$ cat src/design/lsched_pkg.sv
// Shared types, sizes, codes and helper functions of the lottery scheduler.
// No dependencies; every other file of the block refers to it by scoped names.
package lsched_pkg;

   // Table sizing
   localparam int MAX_ENTRIES    = 16;
   localparam int ID_BITS        = 16;
   localparam int IDX_BITS       = (MAX_ENTRIES > 1) ? $clog2(MAX_ENTRIES) : 1;
   localparam int CNT_BITS       = $clog2(MAX_ENTRIES + 1);
   localparam int TKT_BITS       = 8;
   localparam int TOTAL_BITS     = CNT_BITS + TKT_BITS;

   // Port field widths
   localparam int PID_BITS       = 16;
   localparam int PRIO_BITS      = 3;
   localparam int RND_BITS       = 31;
   localparam int RND_CNT_BITS   = $clog2(RND_BITS + 1);
   localparam int TOTAL_OUT_BITS = 12;
   localparam int CSR_IDX_BITS   = 3;

   // Opcodes
   localparam logic [1:0] OP_ADD    = 2'd0;
   localparam logic [1:0] OP_REMOVE = 2'd1;
   localparam logic [1:0] OP_DRAW   = 2'd2;
   localparam logic [1:0] OP_NONE   = 2'd3;

   // Status codes
   localparam logic [1:0] STATUS_OK        = 2'd0;
   localparam logic [1:0] STATUS_NO_DRAW   = 2'd1;
   localparam logic [1:0] STATUS_FULL      = 2'd2;
   localparam logic [1:0] STATUS_NOT_FOUND = 2'd3;

   // Priority codes
   localparam logic [PRIO_BITS-1:0] PRIO_VERY_LOW  = 3'd1;
   localparam logic [PRIO_BITS-1:0] PRIO_LOW       = 3'd2;
   localparam logic [PRIO_BITS-1:0] PRIO_MEDIUM    = 3'd3;
   localparam logic [PRIO_BITS-1:0] PRIO_HIGH      = 3'd4;
   localparam logic [PRIO_BITS-1:0] PRIO_VERY_HIGH = 3'd5;

   // Register indexes
   localparam logic [CSR_IDX_BITS-1:0] CSR_TICKETS_VERY_LOW  = 3'd0;
   localparam logic [CSR_IDX_BITS-1:0] CSR_TICKETS_LOW       = 3'd1;
   localparam logic [CSR_IDX_BITS-1:0] CSR_TICKETS_MEDIUM    = 3'd2;
   localparam logic [CSR_IDX_BITS-1:0] CSR_TICKETS_HIGH      = 3'd3;
   localparam logic [CSR_IDX_BITS-1:0] CSR_TICKETS_VERY_HIGH = 3'd4;

   // Register reset values
   localparam logic [TKT_BITS-1:0] TKT_RESET_VERY_LOW  = 8'd1;
   localparam logic [TKT_BITS-1:0] TKT_RESET_LOW       = 8'd2;
   localparam logic [TKT_BITS-1:0] TKT_RESET_MEDIUM    = 8'd5;
   localparam logic [TKT_BITS-1:0] TKT_RESET_HIGH      = 8'd10;
   localparam logic [TKT_BITS-1:0] TKT_RESET_VERY_HIGH = 8'd20;

   typedef struct packed {
      logic [ID_BITS-1:0]  id;
      logic [TKT_BITS-1:0] tickets;
   } lsched_entry_type;

   typedef struct packed {
      logic                  start;
      logic [RND_BITS-1:0]   dividend;
      logic [TOTAL_BITS-1:0] divisor;
   } lsched_div_req_type;

   typedef struct packed {
      logic                  done;
      logic [TOTAL_BITS-1:0] remainder;
   } lsched_div_rsp_type;

   // Port id to stored id: keep the low ID_BITS bits
   function automatic logic [ID_BITS-1:0] to_id(input logic [PID_BITS-1:0] pid);
      logic [ID_BITS+PID_BITS-1:0] w;
      w = (ID_BITS + PID_BITS)'(pid);
      return w[ID_BITS-1:0];
   endfunction

   // Stored id to port field
   function automatic logic [PID_BITS-1:0] to_pid(input logic [ID_BITS-1:0] id);
      logic [ID_BITS+PID_BITS-1:0] w;
      w = (ID_BITS + PID_BITS)'(id);
      return w[PID_BITS-1:0];
   endfunction

   // Saturate the internal total to the output field
   function automatic logic [TOTAL_OUT_BITS-1:0] sat_total(
      input logic [TOTAL_BITS-1:0] total);
      logic [TOTAL_BITS+TOTAL_OUT_BITS-1:0] w;
      w = (TOTAL_BITS + TOTAL_OUT_BITS)'(total);
      if (w > (TOTAL_BITS + TOTAL_OUT_BITS)'({TOTAL_OUT_BITS{1'b1}})) begin
         return {TOTAL_OUT_BITS{1'b1}};
      end
      return w[TOTAL_OUT_BITS-1:0];
   endfunction

endpackage

$ cat src/design/lsched_mod_unit.sv
// Iterative remainder unit: one dividend bit per cycle, restoring form.
// Depends on lsched_pkg for widths and the request/response structs.
module lsched_mod_unit (
   input  logic                           clock,
   input  logic                           reset,
   input  lsched_pkg::lsched_div_req_type div_req,
   output lsched_pkg::lsched_div_rsp_type div_rsp
);

   logic                                     busy_ff, busy_in;
   logic                                     done_ff, done_in;
   logic [lsched_pkg::RND_CNT_BITS-1:0]      step_ff, step_in;
   logic [lsched_pkg::RND_BITS-1:0]          dvd_ff, dvd_in;
   logic [lsched_pkg::TOTAL_BITS-1:0]        dsr_ff, dsr_in;
   logic [lsched_pkg::TOTAL_BITS-1:0]        rem_ff, rem_in;
   logic [lsched_pkg::TOTAL_BITS:0]          trial;
   logic [lsched_pkg::TOTAL_BITS:0]          trial_diff;
   logic [lsched_pkg::TOTAL_BITS-1:0]        rem_step;

   always_comb begin
      trial      = {rem_ff, dvd_ff[lsched_pkg::RND_BITS-1]};
      trial_diff = trial - {1'b0, dsr_ff};
      // trial stays below twice the divisor, so one subtract is enough
      if (trial >= {1'b0, dsr_ff}) begin
         rem_step = trial_diff[lsched_pkg::TOTAL_BITS-1:0];
      end else begin
         rem_step = trial[lsched_pkg::TOTAL_BITS-1:0];
      end
   end

   always_comb begin
      busy_in = busy_ff;
      done_in = 1'b0;
      step_in = step_ff;
      dvd_in  = dvd_ff;
      dsr_in  = dsr_ff;
      rem_in  = rem_ff;
      if (div_req.start) begin
         busy_in = 1'b1;
         step_in = lsched_pkg::RND_CNT_BITS'(lsched_pkg::RND_BITS);
         dvd_in  = div_req.dividend;
         dsr_in  = div_req.divisor;
         rem_in  = '0;
      end else if (busy_ff) begin
         rem_in  = rem_step;
         dvd_in  = {dvd_ff[lsched_pkg::RND_BITS-2:0], 1'b0};
         step_in = step_ff - lsched_pkg::RND_CNT_BITS'(1);
         if (step_ff == lsched_pkg::RND_CNT_BITS'(1)) begin
            busy_in = 1'b0;
            done_in = 1'b1;
         end
      end
   end

   always_ff @(posedge clock) begin
      if (reset) begin
         busy_ff <= 1'b0;
         done_ff <= 1'b0;
         step_ff <= '0;
      end else begin
         busy_ff <= busy_in;
         done_ff <= done_in;
         step_ff <= step_in;
      end
   end

   always_ff @(posedge clock) begin
      dvd_ff <= dvd_in;
      dsr_ff <= dsr_in;
      rem_ff <= rem_in;
   end

   assign div_rsp.done      = done_ff;
   assign div_rsp.remainder = rem_ff;

endmodule

$ cat src/design/lsched_entry_ram.sv
// Entry table memory: one write and one registered read per cycle.
// Depends on lsched_pkg for the entry type and table depth.
module lsched_entry_ram (
   input  logic                                clock,
   input  logic                                wr_en,
   input  logic [lsched_pkg::IDX_BITS-1:0]     wr_addr,
   input  lsched_pkg::lsched_entry_type        wr_data,
   input  logic [lsched_pkg::IDX_BITS-1:0]     rd_addr,
   output lsched_pkg::lsched_entry_type        rd_data
);

   lsched_pkg::lsched_entry_type mem_ff [lsched_pkg::MAX_ENTRIES];
   lsched_pkg::lsched_entry_type rd_data_ff;

   always_ff @(posedge clock) begin
      if (wr_en) begin
         mem_ff[wr_addr] <= wr_data;
      end
      rd_data_ff <= mem_ff[rd_addr];
   end

   assign rd_data = rd_data_ff;

endmodule

$ cat src/design/lottery_scheduler_unit.sv
// Lottery scheduler top level: sequencer, ticket registers and result register.
// Depends on lsched_pkg, lsched_mod_unit and lsched_entry_ram.
//
//   channel  direction  handshake            word
//   req_     in         req_valid/req_stall  opcode, process id, priority, random value
//   rsp_     out        rsp_valid/rsp_stall  status, winner id, has entries, ticket total
//   csr_     in         csr_valid/csr_ready  register index, 8-bit ticket count
//
// Add and unknown opcodes finish at dispatch; remove runs a newest-first search,
// then copies each newer entry one slot down; draw runs the 31-step remainder
// unit, then walks entries newest-first via the one-read-per-cycle entry memory.
// Reset is synchronous and clears count, total and control; table contents are
// not cleared, only slots below the count are read. A stalled result is held in
// the output register; the next word is taken once the slot is free or draining.
module lottery_scheduler_unit (
   input  logic                                     clock,
   input  logic                                     reset,
   // request channel
   input  logic                                     req_valid,
   output logic                                     req_stall,
   input  logic [1:0]                               req_opcode,
   input  logic [lsched_pkg::PID_BITS-1:0]          req_process_id,
   input  logic [lsched_pkg::PRIO_BITS-1:0]         req_priority_req,
   input  logic [lsched_pkg::RND_BITS-1:0]          req_random_value,
   // result channel
   output logic                                     rsp_valid,
   input  logic                                     rsp_stall,
   output logic [1:0]                               rsp_status,
   output logic [lsched_pkg::PID_BITS-1:0]          rsp_winner_id,
   output logic                                     rsp_has_entries,
   output logic [lsched_pkg::TOTAL_OUT_BITS-1:0]    rsp_ticket_total,
   // configuration channel
   input  logic                                     csr_valid,
   output logic                                     csr_ready,
   input  logic [lsched_pkg::CSR_IDX_BITS-1:0]      csr_index,
   input  logic [lsched_pkg::TKT_BITS-1:0]          csr_wdata
);

   typedef enum logic [5:0] {
      ST_IDLE     = 6'b000001,
      ST_DISPATCH = 6'b000010,
      ST_FIND     = 6'b000100,
      ST_SHIFT    = 6'b001000,
      ST_DIV      = 6'b010000,
      ST_WALK     = 6'b100000
   } state_type;

   state_type                                state_ff, state_in;
   logic [lsched_pkg::CNT_BITS-1:0]          count_ff, count_in;
   logic [lsched_pkg::TOTAL_BITS-1:0]        total_ff, total_in;
   logic [lsched_pkg::IDX_BITS-1:0]          idx_ff, idx_in;
   logic [lsched_pkg::TOTAL_BITS-1:0]        sum_ff, sum_in;
   logic [lsched_pkg::TOTAL_BITS-1:0]        target_ff, target_in;
   logic [1:0]                               op_ff, op_in;
   logic [lsched_pkg::ID_BITS-1:0]           id_ff, id_in;
   logic [lsched_pkg::PRIO_BITS-1:0]         prio_ff, prio_in;
   logic [lsched_pkg::RND_BITS-1:0]          rnd_ff, rnd_in;

   logic [lsched_pkg::TKT_BITS-1:0]          tkt_very_low_ff, tkt_low_ff, tkt_medium_ff;
   logic [lsched_pkg::TKT_BITS-1:0]          tkt_high_ff, tkt_very_high_ff;

   logic                                     rsp_valid_ff, rsp_valid_in;
   logic [1:0]                               rsp_status_ff, rsp_status_in;
   logic [lsched_pkg::PID_BITS-1:0]          rsp_winner_ff, rsp_winner_in;
   logic                                     rsp_has_ff, rsp_has_in;
   logic [lsched_pkg::TOTAL_OUT_BITS-1:0]    rsp_total_ff, rsp_total_in;

   logic                                     finish;
   logic [1:0]                               fin_status;
   logic [lsched_pkg::ID_BITS-1:0]           fin_winner;
   logic [lsched_pkg::TKT_BITS-1:0]          add_tickets;
   logic [lsched_pkg::CNT_BITS-1:0]          next_slot;
   logic [lsched_pkg::CNT_BITS-1:0]          skip_slot;
   logic [lsched_pkg::TOTAL_BITS-1:0]        sum_step;
   logic                                     req_accept;

   logic                                     ram_wr_en;
   logic [lsched_pkg::IDX_BITS-1:0]          ram_wr_addr;
   lsched_pkg::lsched_entry_type             ram_wr_data;
   logic [lsched_pkg::IDX_BITS-1:0]          ram_rd_addr;
   lsched_pkg::lsched_entry_type             ram_rd_data;

   lsched_pkg::lsched_div_req_type           div_req;
   lsched_pkg::lsched_div_rsp_type           div_rsp;

   lsched_mod_unit u_mod_unit (
      .clock   (clock),
      .reset   (reset),
      .div_req (div_req),
      .div_rsp (div_rsp)
   );

   lsched_entry_ram u_entry_ram (
      .clock   (clock),
      .wr_en   (ram_wr_en),
      .wr_addr (ram_wr_addr),
      .wr_data (ram_wr_data),
      .rd_addr (ram_rd_addr),
      .rd_data (ram_rd_data)
   );

   // Take a word only when idle and the result slot is free or draining
   assign req_stall  = (state_ff != ST_IDLE) || (rsp_valid_ff && rsp_stall);
   assign req_accept = req_valid && !req_stall;
   assign csr_ready  = 1'b1;

   always_comb begin
      unique case (prio_ff)
         lsched_pkg::PRIO_VERY_LOW:  add_tickets = tkt_very_low_ff;
         lsched_pkg::PRIO_LOW:       add_tickets = tkt_low_ff;
         lsched_pkg::PRIO_MEDIUM:    add_tickets = tkt_medium_ff;
         lsched_pkg::PRIO_HIGH:      add_tickets = tkt_high_ff;
         lsched_pkg::PRIO_VERY_HIGH: add_tickets = tkt_very_high_ff;
         default:                    add_tickets = '0;
      endcase
   end

   assign next_slot = lsched_pkg::CNT_BITS'(idx_ff) + lsched_pkg::CNT_BITS'(1);
   assign skip_slot = lsched_pkg::CNT_BITS'(idx_ff) + lsched_pkg::CNT_BITS'(2);
   assign sum_step  = sum_ff + lsched_pkg::TOTAL_BITS'(ram_rd_data.tickets);

   always_comb begin
      state_in         = state_ff;
      count_in         = count_ff;
      total_in         = total_ff;
      idx_in           = idx_ff;
      sum_in           = sum_ff;
      target_in        = target_ff;
      op_in            = op_ff;
      id_in            = id_ff;
      prio_in          = prio_ff;
      rnd_in           = rnd_ff;
      finish           = 1'b0;
      fin_status       = lsched_pkg::STATUS_OK;
      fin_winner       = '0;
      ram_wr_en        = 1'b0;
      ram_wr_addr      = idx_ff;
      ram_wr_data      = ram_rd_data;
      ram_rd_addr      = idx_ff;
      div_req.start    = 1'b0;
      div_req.dividend = rnd_ff;
      div_req.divisor  = total_ff;

      unique case (state_ff)
         ST_IDLE: begin
            if (req_accept) begin
               op_in    = req_opcode;
               id_in    = lsched_pkg::to_id(req_process_id);
               prio_in  = req_priority_req;
               rnd_in   = req_random_value;
               state_in = ST_DISPATCH;
            end
         end

         ST_DISPATCH: begin
            unique case (op_ff)
               lsched_pkg::OP_ADD: begin
                  finish = 1'b1;
                  if (count_ff >= lsched_pkg::CNT_BITS'(lsched_pkg::MAX_ENTRIES)) begin
                     fin_status = lsched_pkg::STATUS_FULL;
                  end else begin
                     ram_wr_en           = 1'b1;
                     ram_wr_addr         = count_ff[lsched_pkg::IDX_BITS-1:0];
                     ram_wr_data.id      = id_ff;
                     ram_wr_data.tickets = add_tickets;
                     count_in = count_ff + lsched_pkg::CNT_BITS'(1);
                     total_in = total_ff + lsched_pkg::TOTAL_BITS'(add_tickets);
                  end
               end
               lsched_pkg::OP_REMOVE: begin
                  if (count_ff == '0) begin
                     finish     = 1'b1;
                     fin_status = lsched_pkg::STATUS_NOT_FOUND;
                  end else begin
                     idx_in      = lsched_pkg::IDX_BITS'(count_ff - lsched_pkg::CNT_BITS'(1));
                     ram_rd_addr = idx_in;
                     state_in    = ST_FIND;
                  end
               end
               lsched_pkg::OP_DRAW: begin
                  if (count_ff == '0 || total_ff == '0) begin
                     finish     = 1'b1;
                     fin_status = lsched_pkg::STATUS_NO_DRAW;
                  end else begin
                     div_req.start = 1'b1;
                     state_in      = ST_DIV;
                  end
               end
               default: begin
                  finish = 1'b1;
               end
            endcase
         end

         ST_FIND: begin
            if (ram_rd_data.id == id_ff) begin
               total_in = total_ff - lsched_pkg::TOTAL_BITS'(ram_rd_data.tickets);
               if (next_slot < count_ff) begin
                  // close the gap: copy each newer entry one slot down
                  ram_rd_addr = next_slot[lsched_pkg::IDX_BITS-1:0];
                  state_in    = ST_SHIFT;
               end else begin
                  count_in = count_ff - lsched_pkg::CNT_BITS'(1);
                  finish   = 1'b1;
               end
            end else if (idx_ff == '0) begin
               finish     = 1'b1;
               fin_status = lsched_pkg::STATUS_NOT_FOUND;
            end else begin
               idx_in      = idx_ff - lsched_pkg::IDX_BITS'(1);
               ram_rd_addr = idx_in;
            end
         end

         ST_SHIFT: begin
            ram_wr_en   = 1'b1;
            ram_wr_addr = idx_ff;
            ram_wr_data = ram_rd_data;
            if (skip_slot < count_ff) begin
               idx_in      = idx_ff + lsched_pkg::IDX_BITS'(1);
               ram_rd_addr = skip_slot[lsched_pkg::IDX_BITS-1:0];
            end else begin
               count_in = count_ff - lsched_pkg::CNT_BITS'(1);
               finish   = 1'b1;
            end
         end

         ST_DIV: begin
            if (div_rsp.done) begin
               target_in   = div_rsp.remainder;
               sum_in      = '0;
               idx_in      = lsched_pkg::IDX_BITS'(count_ff - lsched_pkg::CNT_BITS'(1));
               ram_rd_addr = idx_in;
               state_in    = ST_WALK;
            end
         end

         ST_WALK: begin
            if (sum_step > target_ff) begin
               finish     = 1'b1;
               fin_winner = ram_rd_data.id;
            end else if (idx_ff == '0) begin
               finish     = 1'b1;
               fin_status = lsched_pkg::STATUS_NO_DRAW;
            end else begin
               sum_in      = sum_step;
               idx_in      = idx_ff - lsched_pkg::IDX_BITS'(1);
               ram_rd_addr = idx_in;
            end
         end

         default: begin
            state_in = ST_IDLE;
         end
      endcase

      if (finish) begin
         state_in = ST_IDLE;
      end
   end

   // Result register: drop on take, load on finish
   always_comb begin
      rsp_valid_in  = rsp_valid_ff;
      rsp_status_in = rsp_status_ff;
      rsp_winner_in = rsp_winner_ff;
      rsp_has_in    = rsp_has_ff;
      rsp_total_in  = rsp_total_ff;
      if (rsp_valid_ff && !rsp_stall) begin
         rsp_valid_in = 1'b0;
      end
      if (finish) begin
         rsp_valid_in  = 1'b1;
         rsp_status_in = fin_status;
         rsp_winner_in = lsched_pkg::to_pid(fin_winner);
         rsp_has_in    = (count_in != '0);
         rsp_total_in  = lsched_pkg::sat_total(total_in);
      end
   end

   always_ff @(posedge clock) begin
      if (reset) begin
         state_ff     <= ST_IDLE;
         count_ff     <= '0;
         total_ff     <= '0;
         rsp_valid_ff <= 1'b0;
      end else begin
         state_ff     <= state_in;
         count_ff     <= count_in;
         total_ff     <= total_in;
         rsp_valid_ff <= rsp_valid_in;
      end
   end

   always_ff @(posedge clock) begin
      idx_ff        <= idx_in;
      sum_ff        <= sum_in;
      target_ff     <= target_in;
      op_ff         <= op_in;
      id_ff         <= id_in;
      prio_ff       <= prio_in;
      rnd_ff        <= rnd_in;
      rsp_status_ff <= rsp_status_in;
      rsp_winner_ff <= rsp_winner_in;
      rsp_has_ff    <= rsp_has_in;
      rsp_total_ff  <= rsp_total_in;
   end

   // Ticket registers; indexes beyond the list are ignored
   always_ff @(posedge clock) begin
      if (reset) begin
         tkt_very_low_ff  <= lsched_pkg::TKT_RESET_VERY_LOW;
         tkt_low_ff       <= lsched_pkg::TKT_RESET_LOW;
         tkt_medium_ff    <= lsched_pkg::TKT_RESET_MEDIUM;
         tkt_high_ff      <= lsched_pkg::TKT_RESET_HIGH;
         tkt_very_high_ff <= lsched_pkg::TKT_RESET_VERY_HIGH;
      end else if (csr_valid && csr_ready) begin
         unique case (csr_index)
            lsched_pkg::CSR_TICKETS_VERY_LOW:  tkt_very_low_ff  <= csr_wdata;
            lsched_pkg::CSR_TICKETS_LOW:       tkt_low_ff       <= csr_wdata;
            lsched_pkg::CSR_TICKETS_MEDIUM:    tkt_medium_ff    <= csr_wdata;
            lsched_pkg::CSR_TICKETS_HIGH:      tkt_high_ff      <= csr_wdata;
            lsched_pkg::CSR_TICKETS_VERY_HIGH: tkt_very_high_ff <= csr_wdata;
            default: begin
            end
         endcase
      end
   end

   assign rsp_valid        = rsp_valid_ff;
   assign rsp_status       = rsp_status_ff;
   assign rsp_winner_id    = rsp_winner_ff;
   assign rsp_has_entries  = rsp_has_ff;
   assign rsp_ticket_total = rsp_total_ff;

   a_accept_dispatch: assert property (@(posedge clock) disable iff (reset)
      req_accept |=> state_ff == ST_DISPATCH)
      else $error("accepted word did not reach dispatch");

   a_count_bound: assert property (@(posedge clock) disable iff (reset)
      count_ff <= lsched_pkg::CNT_BITS'(lsched_pkg::MAX_ENTRIES))
      else $error("entry count beyond table depth");

   a_div_done_in_div: assert property (@(posedge clock) disable iff (reset)
      div_rsp.done |-> state_ff == ST_DIV)
      else $error("remainder unit finished outside a draw");

   a_winner_only_ok: assert property (@(posedge clock) disable iff (reset)
      (rsp_valid_ff && rsp_status_ff != lsched_pkg::STATUS_OK) |-> rsp_winner_ff == '0)
      else $error("winner id set on a failed request");

   a_empty_total: assert property (@(posedge clock) disable iff (reset)
      (rsp_valid_ff && !rsp_has_ff) |-> rsp_total_ff == '0)
      else $error("empty table with non-zero ticket total");

endmodule
$ cat config.mk
export PLATFORM = sky130hd
export DESIGN_NAME = lottery_scheduler_unit
export DESIGN_NICKNAME = d
export VERILOG_FILES = /design/src/design/lsched_pkg.sv /design/src/design/lsched_mod_unit.sv /design/src/design/lsched_entry_ram.sv /design/src/design/lottery_scheduler_unit.sv
export SDC_FILE = /design/constraint.sdc
export NUM_CORES = 1
export LEC_CHECK = 0
export ABC_AREA = 0
export ABC_CLOCK_PERIOD_IN_PS = 7450
export BUFFER_PORTS_ARGS = -buffer_cell sky130_fd_sc_hd__buf_2
export CAP_MARGIN = 20
export CORE_MARGIN = 3
export CORE_UTILIZATION = 25
export CTS_CLUSTER_SIZE = 40
export DETAILED_ROUTE_END_ITERATION = 10
export GPL_ROUTABILITY_DRIVEN = 1
export HOLD_SLACK_MARGIN = 0.15
export SLEW_MARGIN = 30
export SYNTH_ARGS = -nofsm -noshare
export SYNTH_HDL_FRONTEND = slang
export SYNTH_SLANG_ARGS = --single-unit
$ cat constraint.sdc
create_clock -name clock -period 7.45 [get_ports clock]
set_clock_uncertainty 0.15 [all_clocks]
set_input_delay 0.745 -clock clock [delete_from_list [all_inputs] [get_ports clock]]
set_output_delay 0.745 -clock clock [all_outputs]
set_load 0.02 [all_outputs]
# After elaboration in Yosys (flattened, before gate mapping)
# Memories as Yosys holds them, arrays and structs flattened. A register that Yosys moved wholly into a read port is not among the register bits.
# Index checks and enable logic that the tools add are counted.
[op_classes] addsub=11 order_cmp=6 n_eq_ne=31 mux=82 bitwise_logic=2 reduce_logical=31
[ops] op="$mux W13" n=7
[ops] op="$mux W24" n=3
[ops] op="$mux W31" n=2
[ops] op="$mux W4" n=13
[ops] op="$pmux W13 S2" n=2
[ops] op="$pmux W4 S5" n=2
[ops] op="$pmux W8 S5" n=1
[ops] op="$mux W6" n=6
[ops] op="$mux W5" n=7
[ops] op="$pmux W6 S5" n=1
[ops] op="$add A13 B8 Y13" n=2
[ops] op="$mux W1" n=25
[ops] op="$mux W12" n=2
[ops] op="$eq A16 B16 Y1" n=1
[ops] op="$reduce_and A2 Y1" n=8
[ops] op="$pmux W5 S3" n=1
[ops] op="$ge A14 B13 Y1" n=1
[ops] op="$ne A2 B2 Y1 const B" n=7
[ops] op="$gt A13 B12 Y1 const B" n=1
[ops] op="$gt A13 B13 Y1" n=1
[ops] op="$logic_not A13 Y1" n=1
[ops] op="$sub A13 B13 Y13" n=1
[ops] op="$sub A13 B8 Y13" n=1
[ops] op="$eq A3 B2 Y1 const B" n=4
[ops] op="43 further kinds" n=63
[word_totals] ff_bits=242 ramBits=384 word_cells=190 memories=1
[mem_list] name="u_entry_ram.mem_ff" depth=16 width=24 rd=1 rd_clocked_by_memory_dff=1 wr=1 line_no="lsched_entry_ram.sv:12" rtl="lsched_pkg::lsched_entry_type mem_ff [lsched_pkg::MAX_ENTRIES];"

# Logic depth before layout (Yosys ltp)
[logic_depth] depth_word=10 depth_mapped=24

# Cells and area by module
# Synthesis repeated with hierarchy kept, for this count alone.
[unflattened] cells_unflattened=1929 hier_area_um2=27995.6
[modules_own_cells] mod="lsched_entry_ram" instances=1 cells_per_inst=636 area_each_um2=14930.6 seq_area_each_um2=12011.5
[modules_own_cells] mod="lottery_scheduler_unit" instances=1 cells_per_inst=1014 area_each_um2=9811.9 seq_area_each_um2=4694.5
[modules_own_cells] mod="lsched_mod_unit" instances=1 cells_per_inst=279 area_each_um2=3253.1 seq_area_each_um2=1721.7

# Least setup slack after synthesis
# OpenSTA, ideal clock, no wires.
[synth_timing] path_kind="flip-flop to flip-flop" startpoint="register sum_ff[0] in the netlist's numbering" endpoint="register state_ff[0]" t_arrival_ns=5.335 path_slack_ns=1.838 path_stages_with_launch=22 n_path_buf=1 synth_period_minus_slack_ns=5.612 path_cell_list="edfxtp_1 ha_1 fa_1 a21o_1 a21oi_1 o21bai_1 a21oi_1 o21bai_1 a21oi_1 nor2_1 and3_1 xor2_1 ha_1 and3_1 o21ai_0 a21oi_1 a2111oi_2 nor3_2 or4b_1 or2_2 clkbuf_1 or3_1"
[synth_via] elab_chain_cells=5
[synth_rtl] element="from (decl)" line_no="lottery_scheduler_unit.sv:52" rtl="logic [lsched_pkg::TOTAL_BITS-1:0] sum_ff, sum_in;"
[synth_rtl] element="from (signal assigned)" line_no="lottery_scheduler_unit.sv:297" rtl="sum_ff <= sum_in;"
[synth_rtl] element="$add A13 B8 Y13" line_no="lottery_scheduler_unit.sv:120" rtl="assign sum_step = sum_ff + lsched_pkg::TOTAL_BITS'(ram_rd_data.tickets);"
[synth_rtl] element="named net sum_step, one bit" line_no="lottery_scheduler_unit.sv:74" rtl="logic [lsched_pkg::TOTAL_BITS-1:0] sum_step;"
[synth_rtl] element="$gt A13 B13 Y1" line_no="lottery_scheduler_unit.sv:239" rtl="if (sum_step > target_ff) begin"
[synth_rtl] element="$mux W1" line_no="lottery_scheduler_unit.sv:239"
[synth_rtl] element="$pmux W1 S4" line_no="lottery_scheduler_unit.sv:144" rtl="unique case (state_ff)"
[synth_rtl] element="named net finish" line_no="lottery_scheduler_unit.sv:68" rtl="logic finish;"
[synth_rtl] element="$reduce_or A2 Y1 (no source line)"
[synth_rtl] element="to (signal assigned)" line_no="lottery_scheduler_unit.sv:288" rtl="state_ff <= state_in;"
[synth_rtl] element="to (decl)" line_no="lottery_scheduler_unit.sv:48" rtl="state_type state_ff, state_in;"
# The timed path passes the listed nets, and every way through them passes these cells.
# A chain may end at the register's enable or synchronous reset.

# Worst setup path after layout
[layout_timing] startpoint="register sum_ff[0] in the netlist's numbering" endpoint="register, netlist name u_entry_ram.rd_data[10]"
[layout_via] elab_chain_cells=4
[layout_rtl] element="$add A13 B8 Y13" line_no="lottery_scheduler_unit.sv:120"
[layout_rtl] element="named net sum_step, one bit" line_no="lottery_scheduler_unit.sv:74"
[layout_rtl] element="$gt A13 B13 Y1" line_no="lottery_scheduler_unit.sv:239"
[layout_rtl] element="$mux W4"
[layout_rtl] element="$pmux W4 S5" line_no="lottery_scheduler_unit.sv:144"
# The timed path passes the listed nets, and every way through them passes these cells.

==> out/qor.csv <==
stage;metric;value;unit
global_routing;antenna_found_initial;2;
synth;synth_common_cells;541 x edfxtp_1, 288 x nand2_1, 216 x mux2i_1, 109 x dfxtp_1, 104 x a22oi_1;
synth;avgSynthCellArea;13.33;µm²
route;vias;17570;
floorplan;die_y;342.3;µm
floorplan;die_w;342.3;µm
synth;yosysTopAreaCell;edfxtp_1;
critical_path;cp_max_fo;24;
synth;synth_warnings;0;
cells_and_area;instances_no_fill;3834;
critical_path;slowest_delay;0.69;ns
critical_path;rr_worst_depth;23;
critical_path;slowest_stage;a2111o_1;
timing;final-setup-viol-count;0;
floorplan;coreArea;111400;µm²
floorplan;pin_count;102;
critical_path;crit_chain;ha_1, fa_1, a21o_1, a21oi_1, o21bai_1, a21oi_1, o21bai_1, a21oi_1, nor2_1, and3_1, xor2_1, ha_1, and3_1, nand4_1, a31oi_1, a2111o_1, a211oi_1, a211oi_1, nand3_1, nor3_4, buf_4, a22oi_1, and4_1;
clock_tree;post_cts_resized;0;
global_routing;overflow;0;
synth;synthArstFlopShare;0;%
timing;grt_setup_unrepaired;false;
pwr;peakVddDrop;147.6;µV
cells_and_area;area_growth;19.07;%
clock_tree;cts_max_level;3;
route;postRouteAntennaNets;0;
route;routed_wl;72030;µm
pwr;clkPwrFrac;36.6;%
pwr;p_per_area;270.4;nW/µm²
synth;synth.most_common_cell;edfxtp_1;
critical_path;cp_common_cell;a21oi_1;
critical_path;crit_arrival;6.72;ns
cells_and_area;nFillCells;11130;
global_routing;grt_pass1_vias;17240;
synth;synth_seq_cells;650;
placed_design;pre_cts_slack;1.146;ns
global_routing;grt_pass1_wl;107500;µm
timing;slew-limit-headroom;35.76;%
clock_tree;insertion_delay;0.63;ns
placed_design;placed_cells;3663;
synth;synth_area_leaders;edfxtp_1 57%, dfxtp_1 7.7%, mux2i_1 7.6%, nand2_1 3.8%, ha_1 3.2%;
clock_tree;clockRootBuffer;clkbuf_16;
placed_design;finalWeightedCongestion;0.8496;
synth;synth-edff-count;541;
critical_path;reg2reg_slack;1.09;ns
critical_path;endpoint_kind;register;
timing;hold_ws;0.1779;ns
critical_path;critPathRequiredTime;7.81;ns
placed_design;io_buffers;100;
critical_path;worst-path-buf-inv;1;
run_status;status;complete, no violations;
clock_tree;cts_buffers;67;
clock_tree;cts.clk_slew.worst_paths;0.06;ns
critical_path;worstReg2RegEnd;u_entry_ram.rd_data[10]$_DFF_P_;
synth;netlist.area_leader.share;57.44;%
placed_design;place_hpwl;45610;µm
critical_path;crit_family;compound AO/OA/AOI/OAI gates;
timing;finalHoldViolCount;0;
clock_tree;tritoncts;built;
route;drcViolationCount;0;
global_routing;grt_usage;12.02;%
worst_hold_path;hold-path-endpoint;rnd_ff[1]$_DFFE_PP_;
timing;fmax;157.1;MHz
global_routing;grt_max_degree;87;
timing;tightest_slew;0.9636;ns
critical_path;rr_startpoint;sum_ff[0]$_SDFFCE_PN0P_;
pwr;swShare;26.87;%
route;viasPerCell;4.581;
synth;synth_fp_nets;2266;
pwr;p_leak;12.12;nW
pwr;p_switching;2.447;mW
pwr;combPwrFrac;15.0;%
clock_tree;cts_setup_buffers;0;
synth;synth_cells;2122;
worst_hold_path;min_path_type;in -> reg;
floorplan;die-area;117200;µm²
floorplan;floorplan.initialDensity;25.38;%
clock_tree;hold_buffers;47;
synth;syn_area;28280;µm²
critical_path;criticalPathCategory;reg -> reg;
clock_tree;clock-sinks;650;
route;drt_iter0_markers;1544;
synth;ys.flop_type;edfxtp_1;
timing;setup_tns;0;ns
timing;finalCritPeriodShare;85.43;%
cells_and_area;fin_nets;2436;
timing;fin_crit;6.365;ns
critical_path;critPathLaunchType;register;
synth;ys_types;80;
clock_tree;cts_buffer_depth;3;
route;wl_per_cell;18.79;µm
worst_hold_path;worstHoldStart;req_random_value[1];
route;detail_route.first_pass.iterations;5;
timing;final_max_slew_viol_count;0;
pwr;power_frac_seq;48.4;%
cells_and_area;insertedDiodeCount;0;
timing;setup_slack;1.085;ns
synth;ys_seq_area_share;65.16;%
cells_and_area;drive_above_1_share;13.13;%
run;cap_violations;0;
floorplan;row_count;122;
worst_hold_path;min_path_cells;1;
pwr;power.internal;6.660;mW
-- layout make-up --
cell class	count	area, µm²	share of cell area (%)
clock buffers	87	1824	5.417
clock inverters	36	360.3	1.070
inverters	75	281.5	0.8360
multi-input cells	1297	9248	27.46
flip-flops and latches	650	18430	54.72
well taps	1488	1862	5.529
repair buffers	201	1672	4.964
-- worst max-delay path by stage --
| stage | endpoint | cells past startpoint | from |
|---|---|---|---|
| floorplan | state_ff[0]$_SDFFE_PP1P_ | 21 | sum_ff[0]$_SDFFCE_PN0P_ |
| global placement | u_entry_ram.rd_data[11]$_DFF_P_ | 23 | sum_ff[0]$_SDFFCE_PN0P_ |
| detailed placement | u_entry_ram.rd_data[23]$_DFF_P_ | 23 | sum_ff[0]$_SDFFCE_PN0P_ |
| CTS | u_entry_ram.rd_data[10]$_DFF_P_ | 23 | sum_ff[0]$_SDFFCE_PN0P_ |
| global route | u_entry_ram.rd_data[10]$_DFF_P_ | 23 | sum_ff[0]$_SDFFCE_PN0P_ |
| finish | u_entry_ram.rd_data[10]$_DFF_P_ | 23 | sum_ff[0]$_SDFFCE_PN0P_ |
-- per-stage QoR --
step / util (%) / area (µm²) / power, mW
final: 30.22 / 33680 / 9.108
after global placement: 27.47 / 30610 / 5.799
after CTS: 30.19 / 33640 / 9.184
after detailed placement: 27.81 / 30980 / 5.821
after global routing: 30.22 / 33680 / 9.482
after floorplan: - / 28280 / 5.371
-- power by group through the flow --
stage | Sequential [mW] | Combinational [mW] | Clock (mW)
floorplan | 4.42 | 0.950 | 0
CTS | 4.40 | 1.37 | 3.41
detailed placement | 4.48 | 1.34 | 0
global route | 4.42 | 1.51 | 3.55
finish | 4.41 | 1.37 | 3.33
global placement | 4.48 | 1.32 | 0
-- cells by family (layout without fill, tap and decap cells) --
| group | Yosys count | after routing | share of synthesized area, % |
|---|---|---|---|
| compound gates | 358 | 358 | 8.569 |
| xor+xnor | 65 | 65 | 2.013 |
| fa+ha+maj | 76 | 76 | 3.468 |
| buf+inv | 175 | 399 | 2.849 |
| flops | 650 | 650 | 65.16 |
| mux | 224 | 224 | 7.963 |
| other cells | 1 | 1 | 0.01326 |
| simple gates | 573 | 573 | 9.967 |
-- state kept, by name, indices dropped and copies added (netlist names), 13 cells and up --
name / flops
rsp_winner_id: 16
rnd_ff: 31
u_entry_ram.rd_data: 24
id_ff: 16
u_mod_unit.rem_ff: 13
sum_ff: 13
u_mod_unit.dvd_ff: 31
u_entry_ram.mem_ff: 384
total_ff: 13
target_ff: 13
u_mod_unit.dsr_ff: 13
-- per-layer routing --
layer / routed length (µm) / share of wire, % / global-route usage [%]
met5: 0 / 0 / 0
met4: 1435 / 2.0 / 3.119
met3: 4237 / 5.9 / 2.140
met2: 33580 / 47 / 19.49
met1: 32780 / 46 / 16.56
-- cells in the final DEF (no fill, tap or decap), types with 37 or more instances in the layout --
master	Yosys	layout
nor2_1	82	65
nand2_1	288	288
a22oi_1	104	104
a21oi_1	94	94
o21ai_0	50	50
dlygate4sd3_1	0	48
edfxtp_1	541	541
xnor2_1	43	43
dfxtp_1	109	108
buf_2	16	100
mux2i_1	216	216
buf_4	24	37
clkbuf_16	0	69
inv_1	74	73
ha_1	72	72
Note: power is estimated with default switching activity, not from simulation.
